--- src/hdl/ttws_pkg.sv ---
// Shared widths and constants for the transit-time anemometer.
`default_nettype none
package ttws_pkg;

  localparam int CNT_W      = 24;
  localparam int NUM_W      = CNT_W + 1;
  localparam int DEN_W      = 2 * CNT_W;
  localparam int LEN_W      = 10;
  localparam int K_W        = 34;
  localparam int PROD_W     = K_W + NUM_W;
  localparam int Q_W        = 19;
  localparam int DSH_W      = DEN_W + Q_W - 1;
  localparam int MCNT_W     = $clog2(NUM_W);
  localparam int DCNT_W     = $clog2(Q_W);
  localparam int PATH_W     = 2;
  localparam int WIND_W     = 16;
  localparam int SOUND_W    = 18;
  localparam int IN_TDATA_W = 2 * CNT_W;
  localparam int OUT_TDATA_W = 40;
  localparam int OUT_TUSER_W = 4;

  localparam logic [K_W-1:0]     SCALE_K   = K_W'(16000000);
  localparam logic [LEN_W-1:0]   LEN_RESET = LEN_W'(150);
  localparam logic [WIND_W-1:0]  WIND_MAX  = 16'h7fff;
  localparam logic [Q_W-1:0]     WIND_MIN_MAG = Q_W'(32768);
  localparam logic [SOUND_W-1:0] SOUND_MAX = '1;

endpackage
`default_nettype wire

--- src/hdl/ttws_mul.sv ---
// Bit-serial shift-add multiplier: divisor cf*cr and both scaled numerators.
`default_nettype none
module ttws_mul (
  input  wire logic                        clk,
  input  wire logic                        rst_n,
  input  wire logic                        start,
  input  wire logic [ttws_pkg::LEN_W-1:0]  len,
  input  wire logic [ttws_pkg::CNT_W-1:0]  fwd,
  input  wire logic [ttws_pkg::CNT_W-1:0]  rev,
  input  wire logic [ttws_pkg::CNT_W-1:0]  diff,
  input  wire logic [ttws_pkg::NUM_W-1:0]  sum,
  output logic                             done,
  output logic [ttws_pkg::DEN_W-1:0]       den,
  output logic [ttws_pkg::PROD_W-1:0]      nw,
  output logic [ttws_pkg::PROD_W-1:0]      ns
);
  import ttws_pkg::*;

  logic              busy_r;
  logic              done_r;
  logic [MCNT_W-1:0] cnt_r;
  logic [DEN_W-1:0]  cf_sh_r;
  logic [PROD_W-1:0] k_sh_r;
  logic [NUM_W-1:0]  cr_sh_r;
  logic [NUM_W-1:0]  df_sh_r;
  logic [NUM_W-1:0]  sm_sh_r;
  logic [DEN_W-1:0]  den_r;
  logic [PROD_W-1:0] nw_r;
  logic [PROD_W-1:0] ns_r;
  logic [K_W-1:0]    k;

  assign k = K_W'(len) * SCALE_K;

  always_ff @(posedge clk) begin
    if (!rst_n) begin
      busy_r <= 1'b0;
      done_r <= 1'b0;
      cnt_r  <= '0;
    end else begin
      done_r <= 1'b0;
      if (start) begin
        busy_r <= 1'b1;
        cnt_r  <= '0;
      end else if (busy_r) begin
        cnt_r <= cnt_r + 1'b1;
        if (cnt_r == MCNT_W'(NUM_W - 1)) begin
          busy_r <= 1'b0;
          done_r <= 1'b1;
        end
      end
    end
  end

  always_ff @(posedge clk) begin
    if (start) begin
      cf_sh_r <= DEN_W'(fwd);
      k_sh_r  <= PROD_W'(k);
      cr_sh_r <= NUM_W'(rev);
      df_sh_r <= NUM_W'(diff);
      sm_sh_r <= sum;
      den_r   <= '0;
      nw_r    <= '0;
      ns_r    <= '0;
    end else if (busy_r) begin
      if (cr_sh_r[0]) den_r <= den_r + cf_sh_r;
      if (df_sh_r[0]) nw_r  <= nw_r + k_sh_r;
      if (sm_sh_r[0]) ns_r  <= ns_r + k_sh_r;
      cf_sh_r <= cf_sh_r << 1;
      k_sh_r  <= k_sh_r << 1;
      cr_sh_r <= cr_sh_r >> 1;
      df_sh_r <= df_sh_r >> 1;
      sm_sh_r <= sm_sh_r >> 1;
    end
  end

  assign done = done_r;
  assign den  = den_r;
  assign nw   = nw_r;
  assign ns   = ns_r;

endmodule
`default_nettype wire

--- src/hdl/ttws_div.sv ---
// Restoring divider, one quotient bit per cycle; top bit flags overflow.
`default_nettype none
module ttws_div (
  input  wire logic                        clk,
  input  wire logic                        rst_n,
  input  wire logic                        start,
  input  wire logic [ttws_pkg::PROD_W-1:0] num,
  input  wire logic [ttws_pkg::DEN_W-1:0]  den,
  output logic                             done,
  output logic [ttws_pkg::Q_W-1:0]         quo
);
  import ttws_pkg::*;

  logic              busy_r;
  logic              done_r;
  logic [DCNT_W-1:0] cnt_r;
  logic [PROD_W-1:0] rem_r;
  logic [DSH_W-1:0]  dsh_r;
  logic [Q_W-1:0]    q_r;
  logic              ge;

  assign ge = DSH_W'(rem_r) >= dsh_r;

  always_ff @(posedge clk) begin
    if (!rst_n) begin
      busy_r <= 1'b0;
      done_r <= 1'b0;
      cnt_r  <= '0;
    end else begin
      done_r <= 1'b0;
      if (start) begin
        busy_r <= 1'b1;
        cnt_r  <= '0;
      end else if (busy_r) begin
        cnt_r <= cnt_r + 1'b1;
        if (cnt_r == DCNT_W'(Q_W - 1)) begin
          busy_r <= 1'b0;
          done_r <= 1'b1;
        end
      end
    end
  end

  always_ff @(posedge clk) begin
    if (start) begin
      rem_r <= num;
      dsh_r <= DSH_W'(den) << (Q_W - 1);
      q_r   <= '0;
    end else if (busy_r) begin
      if (ge) rem_r <= rem_r - dsh_r[PROD_W-1:0];
      dsh_r <= dsh_r >> 1;
      q_r   <= {q_r[Q_W-2:0], ge};
    end
  end

  assign done = done_r;
  assign quo  = q_r;

endmodule
`default_nettype wire

--- src/hdl/transit_time_wind_speed.sv ---
// Top level: stream ports, path-length register, sample flag, sequencing and saturation.
// One path measurement at a time: an item accepted at a clock edge passes through the
// multiplier and dividers to the output register, and in_tready comes back in the same
// cycle as the result is loaded, so no new item is taken before then. The bit-serial
// multiplier (one multiplier bit per cycle, forming cf*cr and both L*16e6 numerators
// together) runs first, then the two restoring dividers are started and run side by side
// (one quotient bit each); then their finish is seen and the output register is loaded.
// The output register frees the core as soon as a result is loaded; while a stalled
// consumer still holds the previous result, the finished one waits in the core and
// in_tready stays low.
`default_nettype none
module transit_time_wind_speed (
  input  wire logic                             clk,
  input  wire logic                             rst_n,
  input  wire logic                             cfg_wr_en,
  input  wire logic [ttws_pkg::LEN_W-1:0]       cfg_wr_data,  // spacing_mm
  input  wire logic                             in_tvalid,
  output logic                                  in_tready,
  input  wire logic [ttws_pkg::IN_TDATA_W-1:0]  in_tdata,     // fwd_count, rev_count
  input  wire logic [ttws_pkg::PATH_W-1:0]      in_tuser,     // path_index
  input  wire logic                             in_tlast,
  output logic                                  out_tvalid,
  input  wire logic                             out_tready,
  output logic [ttws_pkg::OUT_TDATA_W-1:0]      out_tdata,    // wind_speed, sound_speed, pad
  output logic [ttws_pkg::OUT_TUSER_W-1:0]      out_tuser,    // path_out, path_valid, sample_valid
  output logic                                  out_tlast
);
  import ttws_pkg::*;

  typedef enum logic [1:0] {S_IDLE, S_MUL, S_DIV, S_HOLD} state_t;

  state_t             state_r, state_nxt;
  logic [LEN_W-1:0]   len_r;
  logic               avf_r;
  logic [PATH_W-1:0]  path_r;
  logic               last_r, valid_r, flag_r, neg_r;

  logic               out_tvalid_r, out_tvalid_nxt;
  logic [WIND_W-1:0]  out_wind_r, out_wind_nxt;
  logic [SOUND_W-1:0] out_sound_r, out_sound_nxt;
  logic [PATH_W-1:0]  out_path_r, out_path_nxt;
  logic               out_pv_r, out_pv_nxt;
  logic               out_sv_r, out_sv_nxt;
  logic               out_last_r, out_last_nxt;

  logic               in_xfer;
  logic [CNT_W-1:0]   fwd, rev, diff;
  logic [NUM_W-1:0]   sum;
  logic               in_valid, in_flag;

  logic               mul_done, w_done, s_done;
  logic [DEN_W-1:0]   den;
  logic [PROD_W-1:0]  nw, ns;
  logic [Q_W-1:0]     qw, qs;

  logic [16:0]        mag, neg_val;
  logic [WIND_W-1:0]  wind_sat;
  logic [SOUND_W-1:0] sound_sat;
  logic               can_load;

  assign fwd      = in_tdata[CNT_W-1:0];
  assign rev      = in_tdata[2*CNT_W-1:CNT_W];
  assign diff     = (rev >= fwd) ? rev - fwd : fwd - rev;
  assign sum      = NUM_W'(fwd) + NUM_W'(rev);
  assign in_valid = (fwd != '0) && (rev != '0);
  assign in_flag  = avf_r && in_valid;
  assign in_tready = (state_r == S_IDLE);
  assign in_xfer   = in_tvalid && in_tready;

  always_ff @(posedge clk) begin
    if (!rst_n) begin
      len_r <= LEN_RESET;
      avf_r <= 1'b1;
    end else begin
      if (cfg_wr_en) len_r <= cfg_wr_data;
      if (in_xfer) avf_r <= in_tlast ? 1'b1 : in_flag;
    end
  end

  always_ff @(posedge clk) begin
    if (in_xfer) begin
      path_r  <= in_tuser;
      last_r  <= in_tlast;
      valid_r <= in_valid;
      flag_r  <= in_flag;
      neg_r   <= rev < fwd;
    end
  end

  ttws_mul u_mul (
    .clk   (clk),
    .rst_n (rst_n),
    .start (in_xfer),
    .len   (len_r),
    .fwd   (fwd),
    .rev   (rev),
    .diff  (diff),
    .sum   (sum),
    .done  (mul_done),
    .den   (den),
    .nw    (nw),
    .ns    (ns)
  );

  ttws_div u_div_w (
    .clk   (clk),
    .rst_n (rst_n),
    .start (mul_done),
    .num   (nw),
    .den   (den),
    .done  (w_done),
    .quo   (qw)
  );

  ttws_div u_div_s (
    .clk   (clk),
    .rst_n (rst_n),
    .start (mul_done),
    .num   (ns),
    .den   (den),
    .done  (s_done),
    .quo   (qs)
  );

  always_comb begin
    mag      = (qw > WIND_MIN_MAG) ? 17'(WIND_MIN_MAG) : qw[16:0];
    neg_val  = 17'd0 - mag;
    if (!valid_r) begin
      wind_sat = '0;
    end else if (neg_r) begin
      wind_sat = neg_val[WIND_W-1:0];
    end else if (qw[Q_W-1:WIND_W-1] != '0) begin
      wind_sat = WIND_MAX;
    end else begin
      wind_sat = qw[WIND_W-1:0];
    end
    if (!valid_r) begin
      sound_sat = '0;
    end else if (qs[Q_W-1]) begin
      sound_sat = SOUND_MAX;
    end else begin
      sound_sat = qs[SOUND_W-1:0];
    end
  end

  assign can_load = !out_tvalid_r || out_tready;

  always_comb begin
    state_nxt      = state_r;
    out_tvalid_nxt = out_tvalid_r && !out_tready;
    out_wind_nxt   = out_wind_r;
    out_sound_nxt  = out_sound_r;
    out_path_nxt   = out_path_r;
    out_pv_nxt     = out_pv_r;
    out_sv_nxt     = out_sv_r;
    out_last_nxt   = out_last_r;
    case (state_r)
      S_IDLE: begin
        if (in_xfer) state_nxt = S_MUL;
      end
      S_MUL: begin
        if (mul_done) state_nxt = S_DIV;
      end
      S_DIV: begin
        if (w_done) state_nxt = S_HOLD;
      end
      S_HOLD: begin
        if (can_load) begin
          state_nxt      = S_IDLE;
          out_tvalid_nxt = 1'b1;
          out_wind_nxt   = wind_sat;
          out_sound_nxt  = sound_sat;
          out_path_nxt   = path_r;
          out_pv_nxt     = valid_r;
          out_sv_nxt     = flag_r;
          out_last_nxt   = last_r;
        end
      end
      default: state_nxt = S_IDLE;
    endcase
  end

  always_ff @(posedge clk) begin
    if (!rst_n) begin
      state_r      <= S_IDLE;
      out_tvalid_r <= 1'b0;
    end else begin
      state_r      <= state_nxt;
      out_tvalid_r <= out_tvalid_nxt;
    end
    out_wind_r  <= out_wind_nxt;
    out_sound_r <= out_sound_nxt;
    out_path_r  <= out_path_nxt;
    out_pv_r    <= out_pv_nxt;
    out_sv_r    <= out_sv_nxt;
    out_last_r  <= out_last_nxt;
  end

  assign out_tvalid = out_tvalid_r;
  assign out_tdata  = {(OUT_TDATA_W - WIND_W - SOUND_W)'(0), out_sound_r, out_wind_r};
  assign out_tuser  = {out_sv_r, out_pv_r, out_path_r};
  assign out_tlast  = out_last_r;

  a_mul_done_in_mul: assert property (@(posedge clk) disable iff (!rst_n)
    mul_done |-> state_r == S_MUL)
    else $error("multiplier finished outside its phase");

  a_div_lockstep: assert property (@(posedge clk) disable iff (!rst_n)
    w_done == s_done)
    else $error("dividers out of step");

  a_div_done_in_div: assert property (@(posedge clk) disable iff (!rst_n)
    w_done |-> state_r == S_DIV)
    else $error("divider finished outside its phase");

  a_invalid_zero: assert property (@(posedge clk) disable iff (!rst_n)
    out_tvalid_r && !out_pv_r |-> out_wind_r == '0 && out_sound_r == '0 && !out_sv_r)
    else $error("timed-out path carries nonzero result");

endmodule
`default_nettype wire

--- config.mk ---
export PLATFORM = sky130hd
export DESIGN_NAME = transit_time_wind_speed
export DESIGN_NICKNAME = d
export VERILOG_FILES = /design/src/hdl/ttws_pkg.sv /design/src/hdl/ttws_mul.sv /design/src/hdl/ttws_div.sv /design/src/hdl/transit_time_wind_speed.sv
export SDC_FILE = /design/constraint.sdc
export NUM_CORES = 2
export LEC_CHECK = 0
export BUFFER_PORTS_ARGS = -buffer_cell sky130_fd_sc_hd__buf_2
export CAP_MARGIN = 20
export CELL_PAD_IN_SITES_DETAIL_PLACEMENT = 0
export CELL_PAD_IN_SITES_GLOBAL_PLACEMENT = 1
export CORE_MARGIN = 2
export CORE_UTILIZATION = 40
export CTS_CLUSTER_DIAMETER = 40
export DETAILED_ROUTE_END_ITERATION = 6
export PLACE_DENSITY_LB_ADDON = 0.1
export SYNTH_ARGS = -nofsm -noshare
export SYNTH_HDL_FRONTEND = slang
export SYNTH_SLANG_ARGS = --single-unit
--- constraint.sdc ---
create_clock -name clk -period 13 [get_ports clk]
set_input_delay 0.65 -clock clk [delete_from_list [all_inputs] [get_ports clk]]
set_output_delay 0.65 -clock clk [all_outputs]
set_load 0.02 [all_outputs]
==> impl_metrics.json <==
{
  "status": "completed",
  "cp.required_ps": 13340,
  "start_util": 0.4046,
  "crit_family": "compound AO/OA/AOI/OAI gates",
  "worstPathArrival_ps": 5500,
  "whs_endpoint": "path_r[1]$_DFFE_PP_",
  "grt_max_degree": 100,
  "via_count": 36640,
  "layout_common_cells": "nand2_1, a21oi_1, ha_1",
  "setup_viol": 0,
  "die_w_um": 341.8,
  "holdPathStages": 1,
  "p_clk_frac": 0.399,
  "n_fill_cell": 11080,
  "grt_first_pass_wirelength_mm": 205.6,
  "grt_pass1_vias": 36020,
  "grtUsageTotal": 0.2218,
  "fin_ws_ps": 7848,
  "power_density_nw_per_um2": 175.6,
  "grt_setup_unrepaired": "false",
  "rr_endpoint": "u_div_w.rem_r[11]$_DFFE_PP_",
  "max_freq_ghz": 0.1941,
  "path_max_fanout": 59,
  "reg2reg_slack_ps": 7850,
  "die_area_sq_um": 116800,
  "synth_area_leader_cell": "edfxtp_1",
  "clock_latency_ps": 760,
  "synthCells": 5106,
  "htreeDepth": 4,
  "path_clk_slew_ps": 50,
  "critical_path.max_stage_delay_ps": 750,
  "combPwrFrac": 0.269,
  "rows": 123,
  "async_flop_share": 0,
  "cp_slowest_cell": "nand2b_4",
  "critPathLaunchType": "flop",
  "seq_area_frac_synth": 0.3829,
  "m1WireLength_mm": 62.18,
  "avgViaCountPerCell": 5.427,
  "die_h_um": 341.8,
  "switching_power_mw": 3.145,
  "wl_per_cell_um": 19.28,
  "finalClockSkew_ps": 47.29,
  "fin_util": 0.4634,
  "tightest_slew_ps": 1055,
  "tns_ps": 0,
  "ys_top_cells_by_area": "edfxtp_1, dfxtp_1, ha_1",
  "peakVddDrop_mv": 0.1220,
  "ant_nets": 0,
  "ctsResizeCount": 0,
  "wl_met3_mm": 5.831,
  "gp_congestion": 0.8783,
  "fin_nets": 5649,
  "antenna_found_initial": 5,
  "synth_cell_types": 87,
  "cts_sinks": 683,
  "crit_buf_inv": 1,
  "critical_path_class": "flop to flop",
  "yosysWarnings": 0,
  "report.final.slew_viol_count": 0,
  "dr.pass1.iters": 5,
  "synth-main-ff-cell": "edfxtp_1",
  "cts.path.max_buffers": 3,
  "r2r-start": "u_div_w.rem_r[0]$_SDFFCE_PP0P_",
  "wl_mm": 130.1,
  "grt.overflow.total": 0,
  "synth_top_area_frac": 0.2500,
  "topRoutingLayerUsed": "met5",
  "numCtsBuffers": 140,
  "drtIter0Drc": 2340,
  "drc": 0,
  "root_buffer": "clkbuf_16",
  "core-area_sq_um": 112800,
  "port-buffer-count": 106,
  "cts_tree": "done",
  "diodes": 0,
  "place_hpwl_mm": 96.72,
  "postCtsSetupBuffers": 0,
  "seqPwrFrac": 0.332,
  "avgSynthCellArea_sq_um": 8.938,
  "crit_chain": "inv_1, ha_1, fa_1, nor2b_1, o21ai_0, a21oi_1, o31ai_1, a31oi_1, a221o_1, a21oi_1, o21ai_1, o21a_1, o21a_1, o211ai_1, nand2b_4",
  "hold_class": "input port to flop",
  "reg2reg_depth": 15,
  "synth_edf_count": 380,
  "syn_area_sq_um": 45640,
  "cap_violations": 0,
  "ios": 113,
  "final_common_cell": "nand2_1",
  "min_from": "in_tuser[1]",
  "p_int_mw": 6.035,
  "ys_ff_latch": 683,
  "switching_share": 0.3426,
  "post-route-period-util": 0.3963,
  "dpl_worst_slack_ps": 7876,
  "fin_crit_ps": 5152,
  "hold_viol": 0,
  "endpoint_kind": "flop",
  "syn2layout_area_growth_pct": 14.53,
  "drive_gt1_frac": 0.08151,
  "leakage_nw": 21.93,
  "relSlewSlack": 0.2964,
  "ctsHoldBuffers": 0,
  "wl_met2_mm": 58.69
}
cell usage after synthesis (all sizes together), types with 16 or more instances:
library cell / number
nand2: 610
a21oi: 428
ha: 416
o21ai: 395
edfxtp: 380
nor2: 374
inv: 318
dfxtp: 303
clkbuf: 218
xnor2: 189
a21o: 182
mux2i: 151
a22o: 103
xor2: 98
nor3: 80
nand3: 74
o21a: 65
nor2b: 63
nand4: 59
a31oi: 50
o21bai: 49
nand2b: 47
a211oi: 42
buf: 42
fa: 33
and3: 31
and2: 23
nor4: 23
o31ai: 23
o211ai: 18
or3: 18
or2: 17
a221oi: 16
state kept, by name, indices dropped and copies added (netlist names), 10 cells and up:
register and cells:
u_mul.cr_sh_r 24, u_div_s.quo 19, len_r 10, u_div_s.rem_r 59, u_div_w.rem_r 59, u_mul.nw 49, u_div_s.dsh_r 66, u_mul.cf_sh_r 48
u_mul.sm_sh_r 25, u_div_w.quo 19, u_mul.ns 49, out_sound_r 18, u_div_w.dsh_r 66, u_mul.df_sh_r 24, out_wind_r 16, u_mul.den 48
u_mul.k_sh_r 49
layout make-up:
cell class              count  area [sq um]  area share
inverters                 318          1199     0.02293
multi-input cells        3850         26030      0.4979
clock buffers             172          3747     0.07169
clock inverters            87          1089     0.02082
well taps                1500          1877     0.03590
flip-flops and latches    683         17490      0.3345
repair buffers            141         847.1     0.01621
stage by stage:
stage               total power [mW]  cells  hold WS (ps)  instance area (sq um)
floorplan                      4.847   5111         400.3                  45660
global route                   9.747   6751         74.51                  52270
CTS                            9.287   6748         37.17                  52200
finish                         9.180   6751         96.42                  52270
detailed placement             5.567   6489         408.4                  47370
global placement               5.560   6487         402.6                  47340
cell families after synthesis:
logic type,share of synthesized area
simple gates,0.1417
flops,0.3829
compound gates,0.2086
xor+xnor,0.05508
buf+inv,0.04850
other cells,0.00008217
fa+ha+maj,0.1285
mux,0.03460
how the worst max path moves through the flow:
| stage | start | endpoint | slack (ps) | depth (start not counted) |
|---|---|---|---|---|
| final | u_div_w.rem_r[0]$_SDFFCE_PP0P_ | u_div_w.rem_r[11]$_DFFE_PP_ | 7850 | 15 |
| after floorplan | u_div_s.rem_r[0]$_SDFFCE_PP0P_ | u_div_s.rem_r[0]$_SDFFCE_PP0P_ | 6980 | 15 |
| after global placement | len_r[3]$_SDFFE_PN0P_ | u_mul.k_sh_r[33]$_DFFE_PP_ | 7990 | 16 |
| after detailed placement | in_tdata[9] | u_mul.df_sh_r[18]$_DFFE_PP_ | 7880 | 15 |
| after global routing | u_div_w.rem_r[0]$_SDFFCE_PP0P_ | u_div_w.rem_r[11]$_DFFE_PP_ | 7480 | 15 |
| after CTS | u_div_w.rem_r[0]$_SDFFCE_PP0P_ | u_div_w.rem_r[11]$_DFFE_PP_ | 7880 | 15 |
per-layer routing:
layer / vias up / track usage
met5: - / 0
met3: 198 / 0.03844
met2: 715 / 0.3551
met4: 6 / 0.07048
li1: 18420 / -
met1: 17300 / 0.3036
power groups by stage:
stage          sequential [mW]  combinational [mW]  clock [mW]
2_1_floorplan             2.95                1.90           0
3_3_place_gp              3.09                2.47           0
3_5_place_dp              3.09                2.48           0
4_1_cts                   3.05                2.49        3.74
5_1_grt                   3.09                2.82        3.85
6_report                  3.05                2.47        3.66
Note: power is estimated with default switching activity, not from simulation.
